$ cat src/hw/rtl/sssc_pkg.sv
package sssc_pkg;

  localparam int unsigned MaxSamples = 256;
  localparam int unsigned IdxW       = $clog2(MaxSamples + 1);
  localparam int unsigned StartW     = $clog2(MaxSamples);
  localparam int unsigned CoordW     = 12;
  localparam int unsigned SumW       = 20;
  localparam int unsigned WidthW     = 9;
  localparam int unsigned ThrW       = 8;
  localparam int unsigned DimW       = 11;
  localparam int unsigned MeanW      = 11;
  localparam int unsigned RemW       = WidthW + 1;
  localparam int unsigned DivCntW    = $clog2(SumW);
  localparam int unsigned AddrW      = 5;
  localparam int unsigned DataW      = 32;

  typedef enum logic [AddrW-1:0] {
    RegThreshold = 5'd0,
    RegMinWidth  = 5'd4,
    RegMaxWidth  = 5'd8,
    RegImgWidth  = 5'd12,
    RegImgHeight = 5'd16
  } reg_addr_e;

  typedef enum logic [2:0] {
    StRun  = 3'b001,
    StDiv  = 3'b010,
    StDone = 3'b100
  } state_e;

endpackage

$ cat src/hw/rtl/scanline_single_segment_centroid_unit.sv
// Scan-line centroid unit for one painted road line.
// The input channel (in_valid_i / in_stall_o) takes one sample item per cycle
// while in_stall_o is low: pixel value, signed x and y, and a last-sample flag.
// A sample that is not the last one is absorbed and yields no result.
// The last sample of a scan closes it. With exactly one run of accepted width,
// both mean coordinates are computed by one shared restoring divider that
// produces one quotient bit per cycle, first x then y; after the y quotient the
// done state loads the result into the output register. Without a match the
// scan goes straight to the done state, which loads the all-zero result.
// Until then in_stall_o is high; right after, the next scan may start.
// The output channel (out_valid_o / out_stall_i) is held in a register; while
// the receiver stalls, the result holds and new samples are still taken; a
// further last sample is taken too, after which the input stalls until the
// register has been emptied.
// The APB port writes the five configuration registers at byte addresses 0,
// 4, 8, 12 and 16; it is to be written only between scans.
// Reset clears the scan state, empties the output register and loads the
// default configuration.
module scanline_single_segment_centroid_unit (
  input  logic                             clk_i,
  input  logic                             rst_ni,
  input  logic                             psel,
  input  logic                             penable,
  input  logic                             pwrite,
  input  logic [sssc_pkg::AddrW-1:0]       paddr,
  input  logic [sssc_pkg::DataW-1:0]       pwdata,
  output logic [sssc_pkg::DataW-1:0]       prdata,
  output logic                             pready,
  input  logic                             in_valid_i,
  output logic                             in_stall_o,
  input  logic [7:0]                       in_pixel_value_i,
  input  logic signed [sssc_pkg::CoordW-1:0] in_sample_x_i,
  input  logic signed [sssc_pkg::CoordW-1:0] in_sample_y_i,
  input  logic                             in_last_sample_i,
  output logic                             out_valid_o,
  input  logic                             out_stall_i,
  output logic                             out_matched_o,
  output logic [sssc_pkg::MeanW-1:0]       out_mean_x_o,
  output logic [sssc_pkg::MeanW-1:0]       out_mean_y_o,
  output logic [sssc_pkg::StartW-1:0]      out_match_start_o,
  output logic [sssc_pkg::WidthW-1:0]      out_match_width_o
);

  localparam int unsigned SumW   = sssc_pkg::SumW;
  localparam int unsigned WidthW = sssc_pkg::WidthW;
  localparam int unsigned RemW   = sssc_pkg::RemW;
  localparam int unsigned IdxW   = sssc_pkg::IdxW;
  localparam int unsigned StartW = sssc_pkg::StartW;
  localparam int unsigned DimW   = sssc_pkg::DimW;
  localparam int unsigned MeanW  = sssc_pkg::MeanW;
  localparam int unsigned CntW   = sssc_pkg::DivCntW;

  logic [sssc_pkg::ThrW-1:0] thr_q;
  logic [WidthW-1:0]         min_w_q, max_w_q;
  logic [DimW-1:0]           img_w_q, img_h_q;

  logic                      cfg_wr;
  assign pready = 1'b1;
  assign cfg_wr = psel && penable && pwrite;

  always_ff @(posedge clk_i or negedge rst_ni) begin
    if (!rst_ni) begin
      thr_q   <= '0;
      min_w_q <= WidthW'(1);
      max_w_q <= WidthW'(256);
      img_w_q <= DimW'(640);
      img_h_q <= DimW'(480);
    end else if (cfg_wr) begin
      unique case (paddr)
        sssc_pkg::RegThreshold: thr_q   <= pwdata[sssc_pkg::ThrW-1:0];
        sssc_pkg::RegMinWidth:  min_w_q <= pwdata[WidthW-1:0];
        sssc_pkg::RegMaxWidth:  max_w_q <= pwdata[WidthW-1:0];
        sssc_pkg::RegImgWidth:  img_w_q <= pwdata[DimW-1:0];
        sssc_pkg::RegImgHeight: img_h_q <= pwdata[DimW-1:0];
        default: ;
      endcase
    end
  end

  always_comb begin
    unique case (paddr)
      sssc_pkg::RegThreshold: prdata = sssc_pkg::DataW'(thr_q);
      sssc_pkg::RegMinWidth:  prdata = sssc_pkg::DataW'(min_w_q);
      sssc_pkg::RegMaxWidth:  prdata = sssc_pkg::DataW'(max_w_q);
      sssc_pkg::RegImgWidth:  prdata = sssc_pkg::DataW'(img_w_q);
      sssc_pkg::RegImgHeight: prdata = sssc_pkg::DataW'(img_h_q);
      default:                prdata = '0;
    endcase
  end

  sssc_pkg::state_e state_q, state_d;

  logic [IdxW-1:0]   idx_q, idx_d;
  logic              in_run_q, in_run_d;
  logic [1:0]        rc_q, rc_d;
  logic [StartW-1:0] start_q, start_d;
  logic [WidthW-1:0] wid_q, wid_d;
  logic [SumW-1:0]   sum_x_q, sum_x_d, sum_y_q, sum_y_d;

  logic              in_acc, active, rc_inc, first_open, ok;
  logic [DimW-1:0]   x_u, y_u;

  assign in_stall_o = (state_q != sssc_pkg::StRun);
  assign in_acc     = in_valid_i && !in_stall_o;
  assign x_u        = in_sample_x_i[DimW-1:0];
  assign y_u        = in_sample_y_i[DimW-1:0];

  always_comb begin
    active = !in_sample_x_i[sssc_pkg::CoordW-1] && !in_sample_y_i[sssc_pkg::CoordW-1] &&
             (x_u < img_w_q) && (y_u < img_h_q) && (in_pixel_value_i > thr_q) &&
             (idx_q < IdxW'(sssc_pkg::MaxSamples));
    rc_inc     = active && !in_run_q;
    first_open = rc_inc && (rc_q == 2'd0);
    start_d    = first_open ? idx_q[StartW-1:0] : start_q;
    rc_d       = (rc_inc && rc_q != 2'd2) ? rc_q + 2'd1 : rc_q;
    wid_d      = first_open ? '0 : wid_q;
    sum_x_d    = first_open ? '0 : sum_x_q;
    sum_y_d    = first_open ? '0 : sum_y_q;
    if (active && rc_d == 2'd1) begin
      wid_d   = wid_d + WidthW'(1);
      sum_x_d = sum_x_d + SumW'(x_u);
      sum_y_d = sum_y_d + SumW'(y_u);
    end
    in_run_d = active;
    idx_d    = (idx_q < IdxW'(sssc_pkg::MaxSamples)) ? idx_q + IdxW'(1) : idx_q;
    ok       = (rc_d == 2'd1) && (wid_d != '0) && (wid_d >= min_w_q) && (wid_d <= max_w_q);
  end

  always_ff @(posedge clk_i or negedge rst_ni) begin
    if (!rst_ni) begin
      idx_q    <= '0;
      in_run_q <= 1'b0;
      rc_q     <= '0;
      start_q  <= '0;
      wid_q    <= '0;
      sum_x_q  <= '0;
      sum_y_q  <= '0;
    end else if (in_acc) begin
      if (in_last_sample_i) begin
        idx_q    <= '0;
        in_run_q <= 1'b0;
        rc_q     <= '0;
        start_q  <= '0;
        wid_q    <= '0;
        sum_x_q  <= '0;
        sum_y_q  <= '0;
      end else begin
        idx_q    <= idx_d;
        in_run_q <= in_run_d;
        rc_q     <= rc_d;
        start_q  <= start_d;
        wid_q    <= wid_d;
        sum_x_q  <= sum_x_d;
        sum_y_q  <= sum_y_d;
      end
    end
  end

  // Shared restoring divider: one quotient bit per cycle, x then y.
  logic [SumW-1:0]   dvd_q, hold_y_q;
  logic [RemW-1:0]   rem_q, shifted;
  logic [WidthW-1:0] dsr_q;
  logic [CntW-1:0]   cnt_q;
  logic              sel_y_q;
  logic [RemW:0]     trial;
  logic              ge;
  logic [SumW-1:0]   dvd_next;

  logic              res_m_q;
  logic [MeanW-1:0]  res_x_q, res_y_q;
  logic [StartW-1:0] res_s_q;
  logic [WidthW-1:0] res_w_q;
  logic              out_valid_q;
  logic              out_free;

  assign shifted  = {rem_q[RemW-2:0], dvd_q[SumW-1]};
  assign trial    = {1'b0, shifted} - {2'b00, dsr_q};
  assign ge       = !trial[RemW];
  assign dvd_next = {dvd_q[SumW-2:0], ge};
  assign out_free = !out_valid_q || !out_stall_i;

  always_comb begin
    state_d = state_q;
    unique case (state_q)
      sssc_pkg::StRun: begin
        if (in_acc && in_last_sample_i) state_d = ok ? sssc_pkg::StDiv : sssc_pkg::StDone;
      end
      sssc_pkg::StDiv: begin
        if (sel_y_q && cnt_q == CntW'(SumW - 1)) state_d = sssc_pkg::StDone;
      end
      sssc_pkg::StDone: begin
        if (out_free) state_d = sssc_pkg::StRun;
      end
      default: state_d = sssc_pkg::StRun;
    endcase
  end

  always_ff @(posedge clk_i or negedge rst_ni) begin
    if (!rst_ni) begin
      state_q <= sssc_pkg::StRun;
    end else begin
      state_q <= state_d;
    end
  end

  always_ff @(posedge clk_i) begin
    if (state_q == sssc_pkg::StRun && in_acc && in_last_sample_i) begin
      dvd_q    <= sum_x_d;
      hold_y_q <= sum_y_d;
      rem_q    <= '0;
      dsr_q    <= wid_d;
      cnt_q    <= '0;
      sel_y_q  <= 1'b0;
      res_m_q  <= ok;
      res_s_q  <= ok ? start_d : '0;
      res_w_q  <= ok ? wid_d : '0;
      res_x_q  <= '0;
      res_y_q  <= '0;
    end else if (state_q == sssc_pkg::StDiv) begin
      if (cnt_q == CntW'(SumW - 1)) begin
        if (sel_y_q) begin
          res_y_q <= dvd_next[MeanW-1:0];
        end else begin
          res_x_q <= dvd_next[MeanW-1:0];
          dvd_q   <= hold_y_q;
          rem_q   <= '0;
          cnt_q   <= '0;
          sel_y_q <= 1'b1;
        end
      end else begin
        dvd_q <= dvd_next;
        rem_q <= ge ? trial[RemW-1:0] : shifted;
        cnt_q <= cnt_q + CntW'(1);
      end
    end
  end

  always_ff @(posedge clk_i or negedge rst_ni) begin
    if (!rst_ni) begin
      out_valid_q <= 1'b0;
    end else if (state_q == sssc_pkg::StDone && out_free) begin
      out_valid_q <= 1'b1;
    end else if (!out_stall_i) begin
      out_valid_q <= 1'b0;
    end
  end

  always_ff @(posedge clk_i) begin
    if (state_q == sssc_pkg::StDone && out_free) begin
      out_matched_o     <= res_m_q;
      out_mean_x_o      <= res_x_q;
      out_mean_y_o      <= res_y_q;
      out_match_start_o <= res_s_q;
      out_match_width_o <= res_w_q;
    end
  end

  assign out_valid_o = out_valid_q;

  a_unmatched_zero : assert property (@(posedge clk_i) disable iff (!rst_ni)
    (out_valid_o && !out_matched_o) |-> (out_mean_x_o == '0 && out_mean_y_o == '0 &&
      out_match_start_o == '0 && out_match_width_o == '0))
    else $error("unmatched result carries nonzero fields");

  a_matched_width : assert property (@(posedge clk_i) disable iff (!rst_ni)
    (out_valid_o && out_matched_o) |-> (out_match_width_o != '0))
    else $error("matched result with zero width");

  a_div_nonzero : assert property (@(posedge clk_i) disable iff (!rst_ni)
    (state_q == sssc_pkg::StDiv) |-> (dsr_q != '0))
    else $error("divide started with zero divisor");

endmodule
$ cat config.mk
export PLATFORM = sky130hd
export DESIGN_NAME = scanline_single_segment_centroid_unit
export DESIGN_NICKNAME = d
export VERILOG_FILES = /design/src/hw/rtl/sssc_pkg.sv /design/src/hw/rtl/scanline_single_segment_centroid_unit.sv
export SDC_FILE = /design/constraint.sdc
export NUM_CORES = 1
export LEC_CHECK = 0
export ABC_AREA = 1
export ABC_CLOCK_PERIOD_IN_PS = 4200
export BUFFER_PORTS_ARGS = -buffer_cell sky130_fd_sc_hd__buf_2
export CORE_MARGIN = 5
export CORE_UTILIZATION = 55
export CTS_BUF_LIST = sky130_fd_sc_hd__clkbuf_2
export DETAILED_ROUTE_END_ITERATION = 10
export MAX_ROUTING_LAYER = met4
export PLACE_DENSITY = 0.78
export SETUP_SLACK_MARGIN = 0.15
export SLEW_MARGIN = 20
export SYNTH_ARGS = -nofsm -noshare
export SYNTH_HDL_FRONTEND = slang
export SYNTH_SLANG_ARGS = --single-unit
$ cat constraint.sdc
create_clock -name clk_i -period 4.2 [get_ports clk_i]
set_clock_uncertainty 0.1 [all_clocks]
set_input_delay 0.84 -clock clk_i [delete_from_list [all_inputs] [get_ports clk_i]]
set_output_delay 0.84 -clock clk_i [all_outputs]
set_load 0.01 [all_outputs]
# Word level (Yosys, flattened, before mapping)
# Cells that the tools add are included.
[totals] out_inout_bits=75 in_bits=77 regBits=265 word_cells=139
[classes] muxes=33 bitwise_logic=1 reduce_logical=45 n_addsub=7 order_cmp=6 eq_ne=17
[ops] cell="2-to-1 mux 20 bit" n=10
[ops] cell="2-to-1 mux 9 bit" n=8
[ops] cell="case mux 11 bit (5 select lines)" n=1
[ops] cell="adder 20 x 11 -> 20 bit" n=2
[ops] cell="less-than comparator 11 bit" n=2
[ops] cell="logical AND 1 bit" n=20
[ops] cell="adder 9 x 1 -> 9 bit, second input constant" n=2
[ops] cell="AND reduction 2 bit" n=9
[ops] cell="2-to-1 mux 8 bit" n=2
[ops] cell="2-to-1 mux 3 bit" n=4
[ops] cell="subtractor 10 x 9 -> 11 bit" n=1
[ops] cell="equality test 5 x 4 -> 1 bit, second input constant" n=2
[ops] cell="equality test 5 bit, second input constant" n=2
[ops] cell="2-to-1 mux 5 bit" n=2
[ops] cell="!= test 2 bit, second input constant" n=5
[ops] cell="greater-or-equal comparator 9 bit" n=1
[ops] cell="less-or-equal comparator 9 bit" n=1
[ops] cell="less-than comparator 9 bit, second input constant" n=1
[ops] cell="case mux 3 bit (3 select lines)" n=1
[ops] cell="AND reduction 3 bit" n=3
[ops] cell="nonzero test 9 bit" n=1
[ops] cell="> comparator 8 bit" n=1
[ops] cell="logical NOT 1 bit" n=7
[ops] cell="adder 5 x 1 -> 5 bit, second input constant" n=1
[ops] cell="other kinds (16)" n=20

# Depth between registers and ports, before layout
[logic_depth] ltp_word=19 ltp_mapped=34 mapped_depth_nobuf=34

# Least setup slack after synthesis
# OpenSTA, ideal clock, no wires.
[synth_timing] path_type="input to register" start="input in_sample_x_i[10] in the netlist's numbering" end="register sum_y_q[18]" t_required_ns=3.979 arrival_ns=4.674 path_slack_ns=-0.695 path_buffers=3 cell_stages=26 setup_time_ns=0.121 path_cell_list="ha_1 -> nand2_1 -> nor2_1 -> nand2_1 -> a21boi_1 -> nand4_4 -> buf_2 -> buf_2 -> buf_1 -> nand2_1 -> inv_1 -> ha_1 -> inv_1 -> fa_1 -> nor2_1 -> a211oi_1 -> o21ai_0 -> a21boi_0 -> o21ai_0 -> nand2_1 -> a21oi_1 -> nand3_1 -> inv_1 -> nand4_1 -> xor2_1 -> a22o_1"
[synth_via] elab_chain_cells=12 word_cells_on_any_way=15 cone_classes="add/sub (1); order compare (1); eq/ne (1); mux (4); reduce/logical (8)"
[synth_rtl] item="from (decl)" line_no="scanline_single_segment_centroid_unit.sv:32" source="input logic signed [sssc_pkg::CoordW-1:0] in_sample_x_i,"
[synth_rtl] item="less-than comparator 11 bit (*)" line_no="scanline_single_segment_centroid_unit.sv:110" source="(x_u < img_w_q) && (y_u < img_h_q) && (in_pixel_value_i > thr_q) &&"
[synth_rtl] item="logical AND 1 bit (*)" line_no="scanline_single_segment_centroid_unit.sv:109" source="active = !in_sample_x_i[sssc_pkg::CoordW-1] && !in_sample_y_i[sssc_pkg::CoordW-1] &&"
[synth_rtl] item="logical AND 1 bit (*) (3 in a row)" line_no="scanline_single_segment_centroid_unit.sv:110"
[synth_rtl] item="parallel branches: the longest is 5 deep, another holds adder 20 x 11 -> 20 bit"
[synth_rtl] item="2-to-1 mux 20 bit (*)" line_no="scanline_single_segment_centroid_unit.sv:119" source="if (active && rc_d == 2'd1) begin"
[synth_rtl] item="named net sum_y_d[18]" line_no="scanline_single_segment_centroid_unit.sv:98" source="logic [SumW-1:0] sum_x_q, sum_x_d, sum_y_q, sum_y_d;"
[synth_rtl] item="2-to-1 mux 20 bit (*)" line_no="scanline_single_segment_centroid_unit.sv:139" source="if (in_last_sample_i) begin"
[synth_rtl] item="to (signal assigned)" line_no="scanline_single_segment_centroid_unit.sv:154" source="sum_y_q <= sum_y_d;"
[synth_rtl] item="to (decl)" line_no="scanline_single_segment_centroid_unit.sv:98"
# Mark *: on every way through the listed nets, which the timed path passes.
# A chain may end at the register's enable or synchronous reset.

# Final worst setup path
[layout_timing] start="register img_h_q[8]" end="register res_s_q[6] (data pin)"
[layout_via] elab_chain_cells=14 word_cells_on_any_way=20 cone_classes="add/sub (1); order compare (3); eq/ne (1); mux (4); reduce/logical (11)"
[layout_rtl] item="from (decl)" line_no="scanline_single_segment_centroid_unit.sv:55" source="logic [DimW-1:0] img_w_q, img_h_q;"
[layout_rtl] item="from (signal assigned)" line_no="scanline_single_segment_centroid_unit.sv:67" source="img_h_q <= DimW'(480);"
[layout_rtl] item="from (signal assigned)" line_no="scanline_single_segment_centroid_unit.sv:74" source="sssc_pkg::RegImgHeight: img_h_q <= pwdata[DimW-1:0];"
[layout_rtl] item="less-than comparator 11 bit (*)" line_no="scanline_single_segment_centroid_unit.sv:110"
[layout_rtl] item="logical AND 1 bit (*) (3 in a row)" line_no="scanline_single_segment_centroid_unit.sv:110"
[layout_rtl] item="parallel branches: the longest is 5 deep, another holds adder 9 x 1 -> 9 bit"
[layout_rtl] item="2-to-1 mux 9 bit (*)" line_no="scanline_single_segment_centroid_unit.sv:119"
[layout_rtl] item="named net wid_d[4]" line_no="scanline_single_segment_centroid_unit.sv:97" source="logic [WidthW-1:0] wid_q, wid_d;"
[layout_rtl] item="parallel branches: the longest is 3 deep, another holds greater-or-equal comparator 9 bit"
[layout_rtl] item="logical AND 1 bit (*)" line_no="scanline_single_segment_centroid_unit.sv:126" source="ok = (rc_d == 2'd1) && (wid_d != '0) && (wid_d >= min_w_q) && (wid_d <= max_w_q);"
[layout_rtl] item="to (signal assigned)" line_no="scanline_single_segment_centroid_unit.sv:215" source="res_s_q <= ok ? start_d : '0;"
[layout_rtl] item="to (decl)" line_no="scanline_single_segment_centroid_unit.sv:171" source="logic [StartW-1:0] res_s_q;"
# Marked as above.

==> metrics <==
worst-case clock buffer depth=3; final WL=38200 µm; worst min path class=in -> reg; critical path data required time=4.69 ns; vias in the first global route=11.6k; number of port buffers=108; Synth Area in Compound Gates=13.0%; Setup Crit Path Kind=reg -> reg; Clk Latency, worst-skew pair=0.89 ns; layout cell share with drive strength beyond 1=33.0%; Yosys Warn Count=0; routability cong.=0.929; Num CTS Buffers=68; max-cap violations=0; fin worst setup slack=-0.386 ns; die width=169 µm; Reg2Reg Depth=30; H-tree depth=3; failing checks=setup timing; largest net degree at the start of global routing=76; Synth Area in Simple Gates=17.4%; DRC Markers=0; Via Count=12.4k; die area=28600 µm²; nets@finish=2066; placed inst area=16000 µm²; Tcrit/Tclk final=109%; Hold Path Stages=3; clock root cell=clkbuf_2; synthesized flop and latch total=265; Final Setup Violations=36; # clock sinks=265; worst path bufs/invs=5; leakage=8.47 nW; max-slew violation count=0; Place WS=-0.669 ns; minimum clock period=4.59 ns; hpwl dp=24300 µm; GR Util All Layers=24.9%; PwrDens=382 nW/µm²; CP peak stage delay=0.57 ns; main combinational cell family by area after synthesis=simple AND/OR/NAND/NOR gates; crit-path max FO=5; startpoint types=flip-flop; CP dominant cell by count=nand2_2; xor-xnor portion of the synthesized cell area=2.82%; Syn Std Cell Area=13900 µm²; total gr overflow=0; Vias/cell=5.42; Max rail drop VDD=0.200 mV; slowest stage cell, crit path=dfstp_2; synthesized instance count=1593; routed length per instance=16.7 µm; CTS clock-pin slew for the worst setup and hold paths=0.10 ns; DRT iter0 DRCs=969; RSZ-0062 raised after global routing=true; fin area=17900 µm²; Worst Setup End Kind=flip-flop; FMAX=0.218 GHz; Rows=58; Worst path depth=30; Slew headroom=40.2%; post-synth cell types=55; Slew @ Worst Pin=0.895 ns; core area=25000 µm²; initial antenna violation count=1; Seq/Total Area, Yosys=50.3%; Routed Antenna Nets=0; Top Family by Delay on Critical Path=simple AND/OR/NAND/NOR gates; initial core utilization=55.6%; global-route wire length before repair=56700 µm; crit path DAT=5.07 ns; setup TNS=-8.14 ns; Post-Synth Adder-Cell Area=7.44%; final core utilization=71.7%; io pins=152; Final Hold Fails=0; worst hold margin=0.110 ns; CTS tree=done; Worst R2R Setup Slack=-0.39 ns; DIE HEIGHT=169 µm; Area Overhead vs Synth=29.0%; Mean Syn Cell Area=8.74 µm²; post-synthesis mux area share=0%; Initial DRT Pass Iterations=5; status=finished, violations left
[final cells by class]
class                           instances  area (µm²)
Fill cell                            1764        7090
Clock inverter                         24         183
Sequential cell                       265        6990
Antenna cell                            1        2.50
Timing Repair Buffer                  297        2070
Tap cell                              330         413
Inverter                              230         891
Clock buffer                          101         505
Multi-Input combinational cell       1046        6890
[cells in the final DEF, fill, tap and decap left out, types with 15 or more instances in the layout]
master,count
a21oi_1,50
inv_2,25
o21ai_1,25
nand3_1,44
o21ai_0,151
dfrtp_1,112
clkinv_1,16
o22ai_1,27
conb_1,22
clkbuf_2,101
buf_2,107
edfxtp_1,107
dfxtp_1,37
ha_1,47
nand2_1,324
xor2_1,17
nand4_1,15
ha_4,31
inv_1,195
nor2_2,20
o21ai_2,18
buf_4,177
nor2_1,63
nand2_2,41
[per-layer routing]
| metal | share of wire [%] | vias up | GRT usage, % |
|---|---|---|---|
| met3 | 7.1 | 104 | 4.16 |
| met2 | 48 | 576 | 40.2 |
| met4 | 3.6 | 0 | 9.52 |
| met5 | 0 | - | - |
| met1 | 41 | 5834 | 32.0 |
| li1 | - | 5909 | - |
[synth_stat cells, drive strengths merged]
| cell type | count | area share (%) |
|---|---|---|
| a311oi | 1 | 0.063 |
| inv | 229 | 6.2 |
| and3 | 1 | 0.045 |
| a21o | 2 | 0.11 |
| nor3 | 13 | 0.54 |
| nor2 | 96 | 2.9 |
| dfxtp | 37 | 5.3 |
| a31oi | 5 | 0.22 |
| nor4 | 6 | 0.36 |
| nand2 | 376 | 10 |
| o311ai | 2 | 0.13 |
| xor2 | 27 | 1.8 |
| edfxtp | 107 | 23 |
| nor3b | 2 | 0.11 |
| xnor2 | 17 | 1.1 |
| or2 | 1 | 0.045 |
| a32o | 2 | 0.14 |
| clkbuf | 44 | 1.2 |
| ha | 78 | 7.0 |
| o31ai | 1 | 0.054 |
| o21bai | 2 | 0.11 |
| conb | 2 | 0.054 |
| fa | 3 | 0.43 |
| clkinv | 1 | 0.027 |
| dfstp | 9 | 1.7 |
| a221oi | 8 | 0.50 |
| nand3 | 54 | 2.0 |
| o211ai | 4 | 0.22 |
| a21boi | 2 | 0.11 |
| o22ai | 27 | 1.2 |
| a21oi | 65 | 2.3 |
| a22o | 8 | 0.50 |
| nand3b | 2 | 0.11 |
| o2111ai | 1 | 0.063 |
| a211oi | 4 | 0.22 |
| nand4 | 16 | 0.83 |
| dfrtp | 112 | 20 |
| o21ai | 194 | 7.0 |
| buf | 32 | 1.7 |
[cells by family after synthesis]
logic type | Yosys count
AOI/OAI and AO/OA | 328
buffers and inverters | 306
and+or+nand+nor | 567
other | 2
DFF | 265
xor gates and xnor gates | 44
adders and majority gates | 81
[worst register-to-register path: cells and delay by family (launching register included)]
kind                     cells  cell delay [ns]
adder cells (fa/ha/maj)      2             0.44
AND/OR/NAND/NOR             18             1.82
flip-flops                   1             0.57
AO/OA/AOI/OAI                4             0.63
buffers and inverters        5             0.51
XOR/XNOR                     1             0.26
[final timing paths]
| kind | endpoint | startpoint |
|---|---|---|
| min in group asynchronous | wid_q[1] | rst_ni |
| max in group asynchronous | state_q[0] | rst_ni |
| worst min register to register | out_match_start_o[1] | res_s_q[1] |
| worst max-delay path | res_s_q[6] | img_h_q[8] |
| worst max register to register | res_s_q[6] | img_h_q[8] |
| worst min-delay path | img_w_q[9] | pwdata[9] |
[sequential cells by signal, indices dropped and copies added (netlist names), 11 cells and up]
register and flops:
hold_y_q 20, res_x_q 11, sum_y_q 20, img_h_q 11, img_w_q 11, out_mean_x_o 11, out_mean_y_o 11, sum_x_q 20
dvd_q 20, res_y_q 11
[repair_timing]
action,in CTS,in global routing
hold buffers,0,1
endpoints found under the setup margin,46,74
setup buffers,20,23
pin swaps,26,68
cloned,3,2
endpoints found under the hold margin,0,25
gates resized for setup,53,165
[power breakdown]
part	internal [mW]	total, mW	switching, mW
clock network	0.834	1.95	1.12
logic	0.632	1.71	1.08
registers	3.06	3.20	0.137
total	4.53	6.86	2.33
[through the flow]
| stage | total power [mW] | std cells |
|---|---|---|
| 6_report | 6.86 | 2294 |
| 5_1_grt | 7.26 | 2294 |
| 4_1_cts | 6.68 | 2266 |
| 3_5_place_dp | 4.67 | 2118 |
| 3_3_place_gp | 4.60 | 2118 |
| 2_1_floorplan | 4.15 | 1613 |
No activity file was read; power rests on OpenSTA's default activity.
